`src/sv/lookup3_byte_record_hash_macros.svh`:
```
// Assertion macros shared by the byte-serial lookup3 hash modules.
`ifndef LOOKUP3_BYTE_RECORD_HASH_MACROS_SVH
`define LOOKUP3_BYTE_RECORD_HASH_MACROS_SVH

// Same-cycle implication, sampled on clock and quiet while reset is high.
`define L3H_ASSERT_IMP(lbl, ante, cons, msg) \
   lbl: assert property (@(posedge clock) disable iff (reset) (ante) |-> (cons)) \
      else $error(msg);

// Next-cycle implication, sampled on clock and quiet while reset is high.
`define L3H_ASSERT_NXT(lbl, ante, cons, msg) \
   lbl: assert property (@(posedge clock) disable iff (reset) (ante) |=> (cons)) \
      else $error(msg);

`endif

```
`src/sv/l3h_pkg.sv`:
```
// Package with the constants, types and mixing functions of the lookup3 record hash.
`timescale 1ns / 1ps

package l3h_pkg;

   // Seed of all three words and the block size in bytes.
   localparam logic [31:0] HASH_INIT    = 32'hdeadbeef;
   localparam int          BLOCK_BYTES  = 12;
   localparam logic [3:0]  LAST_POS     = 4'(BLOCK_BYTES - 1);

   // Round counts of the block mix and of the final mix.
   localparam int          MIX_ROUNDS   = 6;
   localparam int          FINAL_ROUNDS = 7;
   localparam logic [2:0]  MIX_DONE     = 3'(MIX_ROUNDS);

   // Finishing pipeline: mix rounds, one block add, final rounds.
   localparam int          PIPE_STAGES  = MIX_ROUNDS + 1 + FINAL_ROUNDS;
   localparam int          STAGE_W      = $clog2(PIPE_STAGES);

   // Width register.
   localparam int          HASH_BITS_W     = 7;
   localparam logic [6:0]  HASH_BITS_RESET = 7'd32;

   typedef struct packed {
      logic [31:0] a;
      logic [31:0] b;
      logic [31:0] c;
   } word3_type;

   localparam word3_type WORDS_INIT = '{a: HASH_INIT, b: HASH_INIT, c: HASH_INIT};

   // One finishing job: chaining words, pending block bytes and what to run.
   typedef struct packed {
      word3_type words;
      word3_type blk;
      logic      do_mix;
      logic      do_final;
   } job_type;

   function automatic logic [31:0] rotl32(input logic [31:0] x, input logic [4:0] k);
      return (x << k) | (x >> (6'd32 - {1'b0, k}));
   endfunction

   // One line of the block mix; idx selects the line.
   function automatic word3_type mix_round(input word3_type w, input logic [2:0] idx);
      word3_type r;
      r = w;
      case (idx)
         3'd0: begin
            r.a = (w.a - w.c) ^ rotl32(w.c, 5'd4);
            r.c = w.c + w.b;
         end
         3'd1: begin
            r.b = (w.b - w.a) ^ rotl32(w.a, 5'd6);
            r.a = w.a + w.c;
         end
         3'd2: begin
            r.c = (w.c - w.b) ^ rotl32(w.b, 5'd8);
            r.b = w.b + w.a;
         end
         3'd3: begin
            r.a = (w.a - w.c) ^ rotl32(w.c, 5'd16);
            r.c = w.c + w.b;
         end
         3'd4: begin
            r.b = (w.b - w.a) ^ rotl32(w.a, 5'd19);
            r.a = w.a + w.c;
         end
         3'd5: begin
            r.c = (w.c - w.b) ^ rotl32(w.b, 5'd4);
            r.b = w.b + w.a;
         end
         default: r = w;
      endcase
      return r;
   endfunction

   // One line of the final mix; idx selects the line.
   function automatic word3_type final_round(input word3_type w, input logic [2:0] idx);
      word3_type r;
      r = w;
      case (idx)
         3'd0: r.c = (w.c ^ w.b) - rotl32(w.b, 5'd14);
         3'd1: r.a = (w.a ^ w.c) - rotl32(w.c, 5'd11);
         3'd2: r.b = (w.b ^ w.a) - rotl32(w.a, 5'd25);
         3'd3: r.c = (w.c ^ w.b) - rotl32(w.b, 5'd16);
         3'd4: r.a = (w.a ^ w.c) - rotl32(w.c, 5'd4);
         3'd5: r.b = (w.b ^ w.a) - rotl32(w.a, 5'd14);
         3'd6: r.c = (w.c ^ w.b) - rotl32(w.b, 5'd24);
         default: r = w;
      endcase
      return r;
   endfunction

endpackage

```
`src/sv/l3h_chan_if.sv`:
```
// Valid/ready channel interfaces for the byte items and the hash items.
`timescale 1ns / 1ps

interface l3h_req_if;
   logic       valid;
   logic       ready;
   logic [7:0] data_byte;
   logic       last;
   logic       empty_record;

   modport source (output valid, data_byte, last, empty_record, input ready);
   modport sink   (input valid, data_byte, last, empty_record, output ready);
endinterface

interface l3h_rsp_if;
   logic        valid;
   logic        ready;
   logic [63:0] hash_value;

   modport source (output valid, hash_value, input ready);
   modport sink   (input valid, hash_value, output ready);
endinterface

```
`src/sv/l3h_accum.sv`:
```
// Byte gathering, block chaining and background block mix of the record hash.
`timescale 1ns / 1ps

module l3h_accum
   import l3h_pkg::*;
(
   input  logic      clock,
   input  logic      reset,
   l3h_req_if.sink   req_chan,
   output job_type   job_o,
   output logic      job_valid_o,
   input  logic      job_ready_i
);

`include "lookup3_byte_record_hash_macros.svh"

   // Record state.
   word3_type  pre_ff, pre_in;
   word3_type  blk_ff, blk_in;
   logic [3:0] pos_ff, pos_in;
   logic       chained_ff, chained_in;
   logic       has_bytes_ff, has_bytes_in;

   // Background mixer.
   word3_type  mixed_ff, mixed_in;
   logic [2:0] mix_cnt_ff, mix_cnt_in;

   // Job register toward the finishing pipeline.
   job_type    job_ff, job_in;
   logic       job_valid_ff, job_valid_in;

   logic       take;
   logic       byte_take;
   logic       rec_end;
   logic       blk_end;
   logic [31:0] ins;
   word3_type  blk_next;
   word3_type  base;
   word3_type  new_pre;

   // A new item fits whenever the job register is free or drains now.
   assign req_chan.ready = !job_valid_ff || job_ready_i;
   assign job_o          = job_ff;
   assign job_valid_o    = job_valid_ff;

   // Byte placement and block-end sum.
   always_comb begin
      take      = req_chan.valid && req_chan.ready;
      byte_take = take && !req_chan.empty_record;
      rec_end   = take && req_chan.last;
      blk_end   = byte_take && !req_chan.last && (pos_ff == LAST_POS);
      ins       = {24'b0, req_chan.data_byte} << {pos_ff[1:0], 3'b000};
      blk_next  = blk_ff;
      if (byte_take) begin
         case (pos_ff[3:2])
            2'd0:    blk_next.a = blk_ff.a | ins;
            2'd1:    blk_next.b = blk_ff.b | ins;
            default: blk_next.c = blk_ff.c | ins;
         endcase
      end
      base      = chained_ff ? mixed_ff : pre_ff;
      new_pre.a = base.a + blk_next.a;
      new_pre.b = base.b + blk_next.b;
      new_pre.c = base.c + blk_next.c;
   end

   // Next record state: clear at record end, chain at a full block.
   always_comb begin
      pre_in       = pre_ff;
      blk_in       = blk_ff;
      pos_in       = pos_ff;
      chained_in   = chained_ff;
      has_bytes_in = has_bytes_ff;
      if (rec_end) begin
         pre_in       = WORDS_INIT;
         blk_in       = '0;
         pos_in       = '0;
         chained_in   = 1'b0;
         has_bytes_in = 1'b0;
      end else if (blk_end) begin
         pre_in       = new_pre;
         blk_in       = '0;
         pos_in       = '0;
         chained_in   = 1'b1;
         has_bytes_in = 1'b1;
      end else if (byte_take) begin
         blk_in       = blk_next;
         pos_in       = pos_ff + 4'd1;
         has_bytes_in = 1'b1;
      end
   end

   // Mixer runs one line per cycle after each full block.
   always_comb begin
      mixed_in   = mixed_ff;
      mix_cnt_in = mix_cnt_ff;
      if (blk_end) begin
         mixed_in   = new_pre;
         mix_cnt_in = '0;
      end else if (mix_cnt_ff != MIX_DONE) begin
         mixed_in   = mix_round(mixed_ff, mix_cnt_ff);
         mix_cnt_in = mix_cnt_ff + 3'd1;
      end
   end

   // The last item of a record hands a job to the finishing pipeline.
   always_comb begin
      job_in       = job_ff;
      job_valid_in = job_valid_ff && !job_ready_i;
      if (rec_end) begin
         job_in.words    = pre_ff;
         job_in.blk      = blk_next;
         job_in.do_mix   = chained_ff && ((pos_ff != '0) || byte_take);
         job_in.do_final = has_bytes_ff || byte_take;
         job_valid_in    = 1'b1;
      end
   end

   always_ff @(posedge clock) begin
      if (reset) begin
         pre_ff       <= WORDS_INIT;
         blk_ff       <= '0;
         pos_ff       <= '0;
         chained_ff   <= 1'b0;
         has_bytes_ff <= 1'b0;
         mix_cnt_ff   <= MIX_DONE;
         job_valid_ff <= 1'b0;
      end else begin
         pre_ff       <= pre_in;
         blk_ff       <= blk_in;
         pos_ff       <= pos_in;
         chained_ff   <= chained_in;
         has_bytes_ff <= has_bytes_in;
         mix_cnt_ff   <= mix_cnt_in;
         job_valid_ff <= job_valid_in;
      end
   end

   always_ff @(posedge clock) begin
      mixed_ff <= mixed_in;
      job_ff   <= job_in;
   end

   // The mixer must have finished before the next full block is chained.
   `L3H_ASSERT_IMP(a_mix_ready, blk_end && chained_ff, mix_cnt_ff == MIX_DONE, "mix not done at block end")
   // A full block restarts the mixer and the byte position.
   `L3H_ASSERT_NXT(a_block_restart, blk_end, (mix_cnt_ff == '0) && chained_ff && (pos_ff == '0), "block end not taken")
   // A record without bytes has neither a position nor a chained block.
   `L3H_ASSERT_IMP(a_empty_state, !has_bytes_ff, (pos_ff == '0) && !chained_ff, "empty record state broken")

endmodule

```
`src/sv/l3h_finish.sv`:
```
// Finishing pipeline: pending mix, last block add, final mix, width mask and result register.
`timescale 1ns / 1ps

module l3h_finish
   import l3h_pkg::*;
(
   input  logic             clock,
   input  logic             reset,
   input  job_type          job_i,
   input  logic             job_valid_i,
   output logic             job_ready_o,
   input  logic [6:0]       hash_bits_i,
   l3h_rsp_if.source        rsp_chan
);

`include "lookup3_byte_record_hash_macros.svh"

   job_type                  st_ff [PIPE_STAGES];
   job_type                  st_in [PIPE_STAGES];
   logic [PIPE_STAGES-1:0]   valid_ff, valid_in;
   logic [PIPE_STAGES-1:0]   load;
   logic [PIPE_STAGES:0]     space;
   logic                     out_valid_ff, out_valid_in;
   logic [63:0]              hash_ff, hash_in;
   logic                     out_load;
   logic [63:0]              mask;

   // Work of one stage: a mix line, the block add, or a final line.
   function automatic job_type stage_fn(input job_type s, input logic [STAGE_W-1:0] idx);
      job_type r;
      r = s;
      if (idx < STAGE_W'(MIX_ROUNDS)) begin
         if (s.do_mix) r.words = mix_round(s.words, idx[2:0]);
      end else if (idx == STAGE_W'(MIX_ROUNDS)) begin
         r.words.a = s.words.a + s.blk.a;
         r.words.b = s.words.b + s.blk.b;
         r.words.c = s.words.c + s.blk.c;
      end else begin
         if (s.do_final) r.words = final_round(s.words, 3'(idx - STAGE_W'(MIX_ROUNDS + 1)));
      end
      return r;
   endfunction

   // A stage has room when it is empty or its item moves on this cycle.
   always_comb begin
      space[PIPE_STAGES] = !out_valid_ff || rsp_chan.ready;
      for (int k = PIPE_STAGES - 1; k >= 0; k--) begin
         space[k] = !valid_ff[k] || space[k+1];
      end
   end

   assign job_ready_o = space[0];

   // Stage loads and next values.
   always_comb begin
      for (int k = 0; k < PIPE_STAGES; k++) begin
         if (k == 0) begin
            load[k]  = job_valid_i && space[k];
            st_in[k] = stage_fn(job_i, STAGE_W'(k));
         end else begin
            load[k]  = valid_ff[k-1] && space[k];
            st_in[k] = stage_fn(st_ff[k-1], STAGE_W'(k));
         end
         valid_in[k] = load[k] || (valid_ff[k] && !space[k+1]);
      end
   end

   // Result register with the width mask; 64 and above keep every bit.
   always_comb begin
      mask         = hash_bits_i[6] ? {64{1'b1}} : ~({64{1'b1}} << hash_bits_i[5:0]);
      out_load     = valid_ff[PIPE_STAGES-1] && space[PIPE_STAGES];
      out_valid_in = out_load || (out_valid_ff && !rsp_chan.ready);
      hash_in      = out_load
                     ? ({st_ff[PIPE_STAGES-1].words.b, st_ff[PIPE_STAGES-1].words.c} & mask)
                     : hash_ff;
   end

   always_ff @(posedge clock) begin
      if (reset) begin
         valid_ff     <= '0;
         out_valid_ff <= 1'b0;
      end else begin
         valid_ff     <= valid_in;
         out_valid_ff <= out_valid_in;
      end
   end

   always_ff @(posedge clock) begin
      for (int k = 0; k < PIPE_STAGES; k++) begin
         if (load[k]) st_ff[k] <= st_in[k];
      end
      hash_ff <= hash_in;
   end

   assign rsp_chan.valid      = out_valid_ff;
   assign rsp_chan.hash_value = hash_ff;

   // A job taken from the gatherer lands in the first stage.
   `L3H_ASSERT_NXT(a_first_load, job_valid_i && job_ready_o, valid_ff[0], "job lost at pipe entry")
   // The last stage holds its item while the result register is blocked.
   `L3H_ASSERT_NXT(a_tail_hold, valid_ff[PIPE_STAGES-1] && !space[PIPE_STAGES], valid_ff[PIPE_STAGES-1] && $stable(st_ff[PIPE_STAGES-1]), "tail stage lost item")
   // Widths up to 32 leave the upper word clear.
   `L3H_ASSERT_IMP(a_narrow_mask, out_valid_ff && (hash_bits_i <= 7'd32), hash_ff[63:32] == '0, "upper word not masked")

endmodule

```
`src/sv/lookup3_byte_record_hash.sv`:
```
// Top level of the byte-serial lookup3 record hash with its width register.
`timescale 1ns / 1ps

// One byte item is accepted per clock cycle while the job register is free or
// draining, with no gaps at record or block boundaries. Bytes are gathered into a
// twelve-byte block buffer; at each full block the chaining words are summed and
// then mixed in the background, one mix line per cycle, which always completes
// before the next block can fill. The last item of a record hands its words to a
// fourteen-stage finishing pipeline (pending mix, block add, final mix) and a
// result register that applies the hash_bits mask; results come out at up to one
// per cycle. The pipeline collapses bubbles, so items keep flowing while a result
// waits to be taken. hash_bits resets to 32; the user must write it through
// csr_write_enable and csr_write_data only while no record is in flight, and
// the block itself does not enforce this.
module lookup3_byte_record_hash
   import l3h_pkg::*;
(
   input  logic                    clock,
   input  logic                    reset,
   l3h_req_if.sink                 req_chan,
   l3h_rsp_if.source               rsp_chan,
   input  logic                    csr_write_enable,
   input  logic [HASH_BITS_W-1:0]  csr_write_data
);

   logic [HASH_BITS_W-1:0] hash_bits_ff, hash_bits_in;
   job_type                job;
   logic                   job_valid;
   logic                   job_ready;

   // Width register.
   assign hash_bits_in = csr_write_enable ? csr_write_data : hash_bits_ff;

   always_ff @(posedge clock) begin
      if (reset) begin
         hash_bits_ff <= HASH_BITS_RESET;
      end else begin
         hash_bits_ff <= hash_bits_in;
      end
   end

   // Byte gathering and block chaining.
   l3h_accum u_accum (
      .clock       (clock),
      .reset       (reset),
      .req_chan    (req_chan),
      .job_o       (job),
      .job_valid_o (job_valid),
      .job_ready_i (job_ready)
   );

   // Final mix and result delivery.
   l3h_finish u_finish (
      .clock       (clock),
      .reset       (reset),
      .job_i       (job),
      .job_valid_i (job_valid),
      .job_ready_o (job_ready),
      .hash_bits_i (hash_bits_ff),
      .rsp_chan    (rsp_chan)
   );

endmodule

```
`src/flat_wrapper.sv`:
```
// flat-port wrapper written by rule: the top's interface ports become plain ports
module lookup3_byte_record_hash_flat import l3h_pkg::*;
  (clock, reset, csr_write_enable, csr_write_data, req_chan_valid, req_chan_data_byte, req_chan_last, req_chan_empty_record, req_chan_ready, rsp_chan_valid, rsp_chan_hash_value, rsp_chan_ready);
  l3h_req_if req_chan_i ();
  l3h_rsp_if rsp_chan_i ();
  input  logic clock;
  input  logic reset;
  input  logic csr_write_enable;
  input  logic [HASH_BITS_W-1:0] csr_write_data;
  input wire logic [$bits(req_chan_i.valid)-1:0] req_chan_valid;
  input wire logic [$bits(req_chan_i.data_byte)-1:0] req_chan_data_byte;
  input wire logic [$bits(req_chan_i.last)-1:0] req_chan_last;
  input wire logic [$bits(req_chan_i.empty_record)-1:0] req_chan_empty_record;
  output wire logic [$bits(req_chan_i.ready)-1:0] req_chan_ready;
  output wire logic [$bits(rsp_chan_i.valid)-1:0] rsp_chan_valid;
  output wire logic [$bits(rsp_chan_i.hash_value)-1:0] rsp_chan_hash_value;
  input wire logic [$bits(rsp_chan_i.ready)-1:0] rsp_chan_ready;
  assign req_chan_i.valid = req_chan_valid;
  assign req_chan_i.data_byte = req_chan_data_byte;
  assign req_chan_i.last = req_chan_last;
  assign req_chan_i.empty_record = req_chan_empty_record;
  assign req_chan_ready = req_chan_i.ready;
  assign rsp_chan_valid = rsp_chan_i.valid;
  assign rsp_chan_hash_value = rsp_chan_i.hash_value;
  assign rsp_chan_i.ready = rsp_chan_ready;
  lookup3_byte_record_hash u_core (.clock(clock), .reset(reset), .req_chan(req_chan_i), .rsp_chan(rsp_chan_i), .csr_write_enable(csr_write_enable), .csr_write_data(csr_write_data));
endmodule
```
`config.mk`:
```
export PLATFORM = sky130hd
export DESIGN_NAME = lookup3_byte_record_hash_flat
export DESIGN_NICKNAME = d
export VERILOG_FILES = /design/src/sv/l3h_pkg.sv /design/src/sv/l3h_chan_if.sv /design/src/sv/l3h_accum.sv /design/src/sv/l3h_finish.sv /design/src/sv/lookup3_byte_record_hash.sv /design/src/flat_wrapper.sv
export VERILOG_INCLUDE_DIRS = /design/src /design/src/sv
export SDC_FILE = /design/constraint.sdc
export NUM_CORES = 2
export LEC_CHECK = 0
export ABC_AREA = 0
export BUFFER_PORTS_ARGS = -buffer_cell sky130_fd_sc_hd__buf_2
export CORE_UTILIZATION = 48
export CTS_BUF_LIST = sky130_fd_sc_hd__clkbuf_16
export DETAILED_ROUTE_END_ITERATION = 7
export HOLD_SLACK_MARGIN = 0.12
export PLACE_DENSITY = 0.73
export SLEW_MARGIN = 25
export SYNTH_ARGS = -nofsm -noshare
export SYNTH_HDL_FRONTEND = slang
export SYNTH_SLANG_ARGS = --single-unit
```
`constraint.sdc`:
```
create_clock -name clock -period 26.7 [get_ports clock]
set_input_delay 2.67 -clock clock [delete_from_list [all_inputs] [get_ports clock]]
set_output_delay 2.67 -clock clock [all_outputs]
set_load 0.02 [all_outputs]
```
==> metrics.csv <==
metric,value,unit
Die X,535,um
CTS H-Tree Depth,5,
Pleak,57.7,nW
final cell count without fillers,16244,
flop2flop setup slack,20400,ps
worst skew pair latency,850,ps
final worst path period share,30.2,%
top cell type's share of synthesized area,49.0,%
PD cells,53.7,mW/mm^2
hold buffers post-CTS,0,
# IOs,88,
setup TNS,0,ps
"Net Count, Synth",13150,
Critical Path Fanout Max,14,
CTS tree,built,
Area after DPL,0.141,sq mm
RSZ-0062 raised after global routing,no,
synth top area cells,"edfxtp_1 (49%), ha_1 (8.8%), xnor2_1 (5.6%)",
clock root buffer,clkbuf_16,
gr ovfl total,0,
vias in the first global route,89490,
routed length per instance,24.9,um
leading area contributor after synthesis,edfxtp_1,
"Hold Vio Cnt, Final",0,
vias per cell,5.83,
Hold Crit Class,flop to flop,
Critical R2R Capture,u_core.u_accum.mixed_ff[62]$_DFFE_PP_,
clock sinks,2452,
total CTS buffers,272,
die area,0.287,sq mm
Max Slew Vio Count,0,
first-pass GRT wire length,582000,um
peak supply drop,0.0509,mV
GP Congestion,1.02,
initial antenna violation count,17,
pin count of the biggest net entering global routing,117,
post-synthesis sequential area ratio,52.3,%
Register-to-Register Path Depth,20,
Starting Density,48.3,%
Critical Path End,req_chan_ready,
nets,13297,
Crit path required time,24030,ps
cts repair resizes,0,
Worst Skew,45.3,ps
worst slew pin tran,998,ps
Antenna Nets Post-Route,0,
DR pass1 iterations,8,
Hold Crit Start,u_core.u_finish.st_ff[0][290]$_DFFE_PP_,
Max transition margin,31.6,%
Detail Placement HPWL,313000,um
Post-synth ARST share,0,%
residual DRC count,13,
status,"complete, but fails checks",
Commonest cells post-synth,"edfxtp_1 (2228), a21oi_1 (1096), ha_1 (961), nor2_1 (912), xnor2_1 (871)",
min cycle time layout,8060,ps
synthesized area,0.137,sq mm
area delta synth->final,10.1,%
Yosys cell types,105,
Synth Warn #,0,
ratio of cells with drive above 1 in the final layout,8.28,%
number of port buffers,87,
placed cell count,15751,
MaxCap Viol Count,0,
hold_ws,393,ps
critical path class,input port to output port,
"FF+latch count, synth",2452,
"count leader, synth",edfxtp_1,
"EDFF count, synth",2228,
Core ar.,0.283,sq mm
startpoint type of the worst setup path,input port,
Worst R2R Start,u_core.u_finish.valid_ff[11]$_SDFF_PP0_,
Main synth FF type,edfxtp_1,
clk slew on worst S/H paths,60,ps
DRT Wirelength,404000,um
fin worst setup slack,18640,ps
Max Clock Freq,0.124,GHz
failing checks,DRC,
Syn Inst Count,12136,
Rows,195,
Mapped Avg Cell Area,11.2,sq um
DR vias,94632,
Setup WS pre-CTS,18220,ps
final setup vio count,0,
crit path launch,rsp_chan_ready,
Filler cells,24298,
CTS max path bufs,4,
Initial DRC Count,8923,
post-route cell area,0.150,sq mm
Overall Global Routing Usage,27.6,%
endpoint class of the critical path,output port,
Setup Buffers After CTS,0,
critical path arrival,5390,ps
Die Y,535,um
-- area by class of cell --
class / count / area, sq um / share of cell area [%]
Clock buffer: 282 / 7060 / 4.70
Inverter: 828 / 3110 / 2.07
Clock inverter: 196 / 1680 / 1.12
Tap cell: 3743 / 4680 / 3.12
Timing Repair Buffer: 193 / 1260 / 0.841
Multi-Input combinational cell: 8536 / 61000 / 40.6
Antenna cell: 14 / 35.0 / 0.0233
Sequential cell: 2452 / 71400 / 47.5
-- state kept, by name (all words and copies together) (netlist names) --
signal	cells
u_core.u_accum.chained_ff	1
u_core.u_accum.blk_ff	96
u_core.u_accum.has_bytes_ff	1
u_core.u_accum.pos_ff	4
u_core.u_finish.rsp_chan.hash_value	64
u_core.u_accum.job_o	194
u_core.u_accum.job_valid_o	1
u_core.u_finish.st_ff	1874
u_core.u_finish.rsp_chan.valid	1
u_core.hash_bits_ff	7
u_core.u_accum.mixed_ff	96
u_core.u_accum.mix_cnt_ff	3
u_core.u_accum.pre_ff	96
u_core.u_finish.valid_ff	14
-- power by group --
part / internal [mW] / total, mW / switching [mW]
Combinational: 0.0740 / 0.206 / 0.132
Clock: 2.15 / 3.67 / 1.52
Sequential: 4.17 / 4.20 / 0.0232
-- placed cells by master (no fill, tap or decap), types with 37 or more instances in the layout --
cell          n
buf_4       103
and3_1      153
xor2_1      460
or3_1        77
o31ai_1      58
ha_1        960
edfxtp_1   2228
nand2b_1    161
nor2_1      907
nor3_1      170
nor2b_1     125
buf_2        87
a21oi_1    1094
dfxtp_1     223
nand2_1     632
clkinv_1     54
a31o_2       89
o21bai_1    117
or2_2        40
a211oi_1     96
and2_1       41
xnor2_1     871
inv_1       870
mux2i_1     120
mux2_2      261
clkbuf_16   282
o21a_1      160
o211ai_1     52
nor4_1       37
nand4_1      49
a21boi_0     44
o21ai_0     684
a31oi_1      91
nand3_1     172
a21o_1      310
-- critical path, stage by stage --
cell     delay, ps
buf_2          110
and4b_1        250
buf_4          310
and2_1         680
nand2_1        250
nor4_2         630
nand3_1        210
buf_2          250
-- metrics by stage --
stage	utilization (%)	total power [mW]
2_1_floorplan	-	4.43
3_3_place_gp	50.1	4.48
3_5_place_dp	50.1	4.48
4_1_cts	53.2	8.13
5_1_grt	53.2	8.29
6_report	53.2	8.07
-- layer usage --
metal	wire length, um	share of wire [%]	GRT usage [%]	vias up
met2	186000	46	45.0	3498
met5	49	0.012	0	-
met1	159000	39	33.9	45417
met4	32600	8.1	18.9	8
li1	-	-	-	44717
met3	26100	6.5	3.89	992
-- how the worst min path moves through the flow --
stage                                                           to  slack [ps]  cells past startpoint
after global routing       u_core.u_finish.st_ff[0][484]$_DFFE_PP_         390                      0
after floorplan              u_core.u_finish.st_ff[0][0]$_DFFE_PP_         400                      0
after detailed placement  u_core.u_finish.st_ff[0][1001]$_DFFE_PP_         400                      0
after global placement     u_core.u_finish.st_ff[1][877]$_DFFE_PP_         400                      0
final                      u_core.u_finish.st_ff[0][484]$_DFFE_PP_         390                      0
after CTS                  u_core.u_finish.st_ff[0][484]$_DFFE_PP_         370                      0
-- cells by family (layout without fill, tap and decap cells) --
kind of cell / Yosys count / after routing / share of synthesized area [%]
AOI/OAI and AO/OA: 3162 / 3162 / 14.5
and+or+nand+nor: 2669 / 2669 / 9.22
DFF: 2452 / 2452 / 52.3
xor gates and xnor gates: 1331 / 1331 / 8.54
buffers and inverters: 1148 / 1499 / 3.17
adders and majority gates: 992 / 992 / 9.26
muxes: 382 / 382 / 3.04
other: 0 / 14 / 0
(Power assumes the default switching activity.)
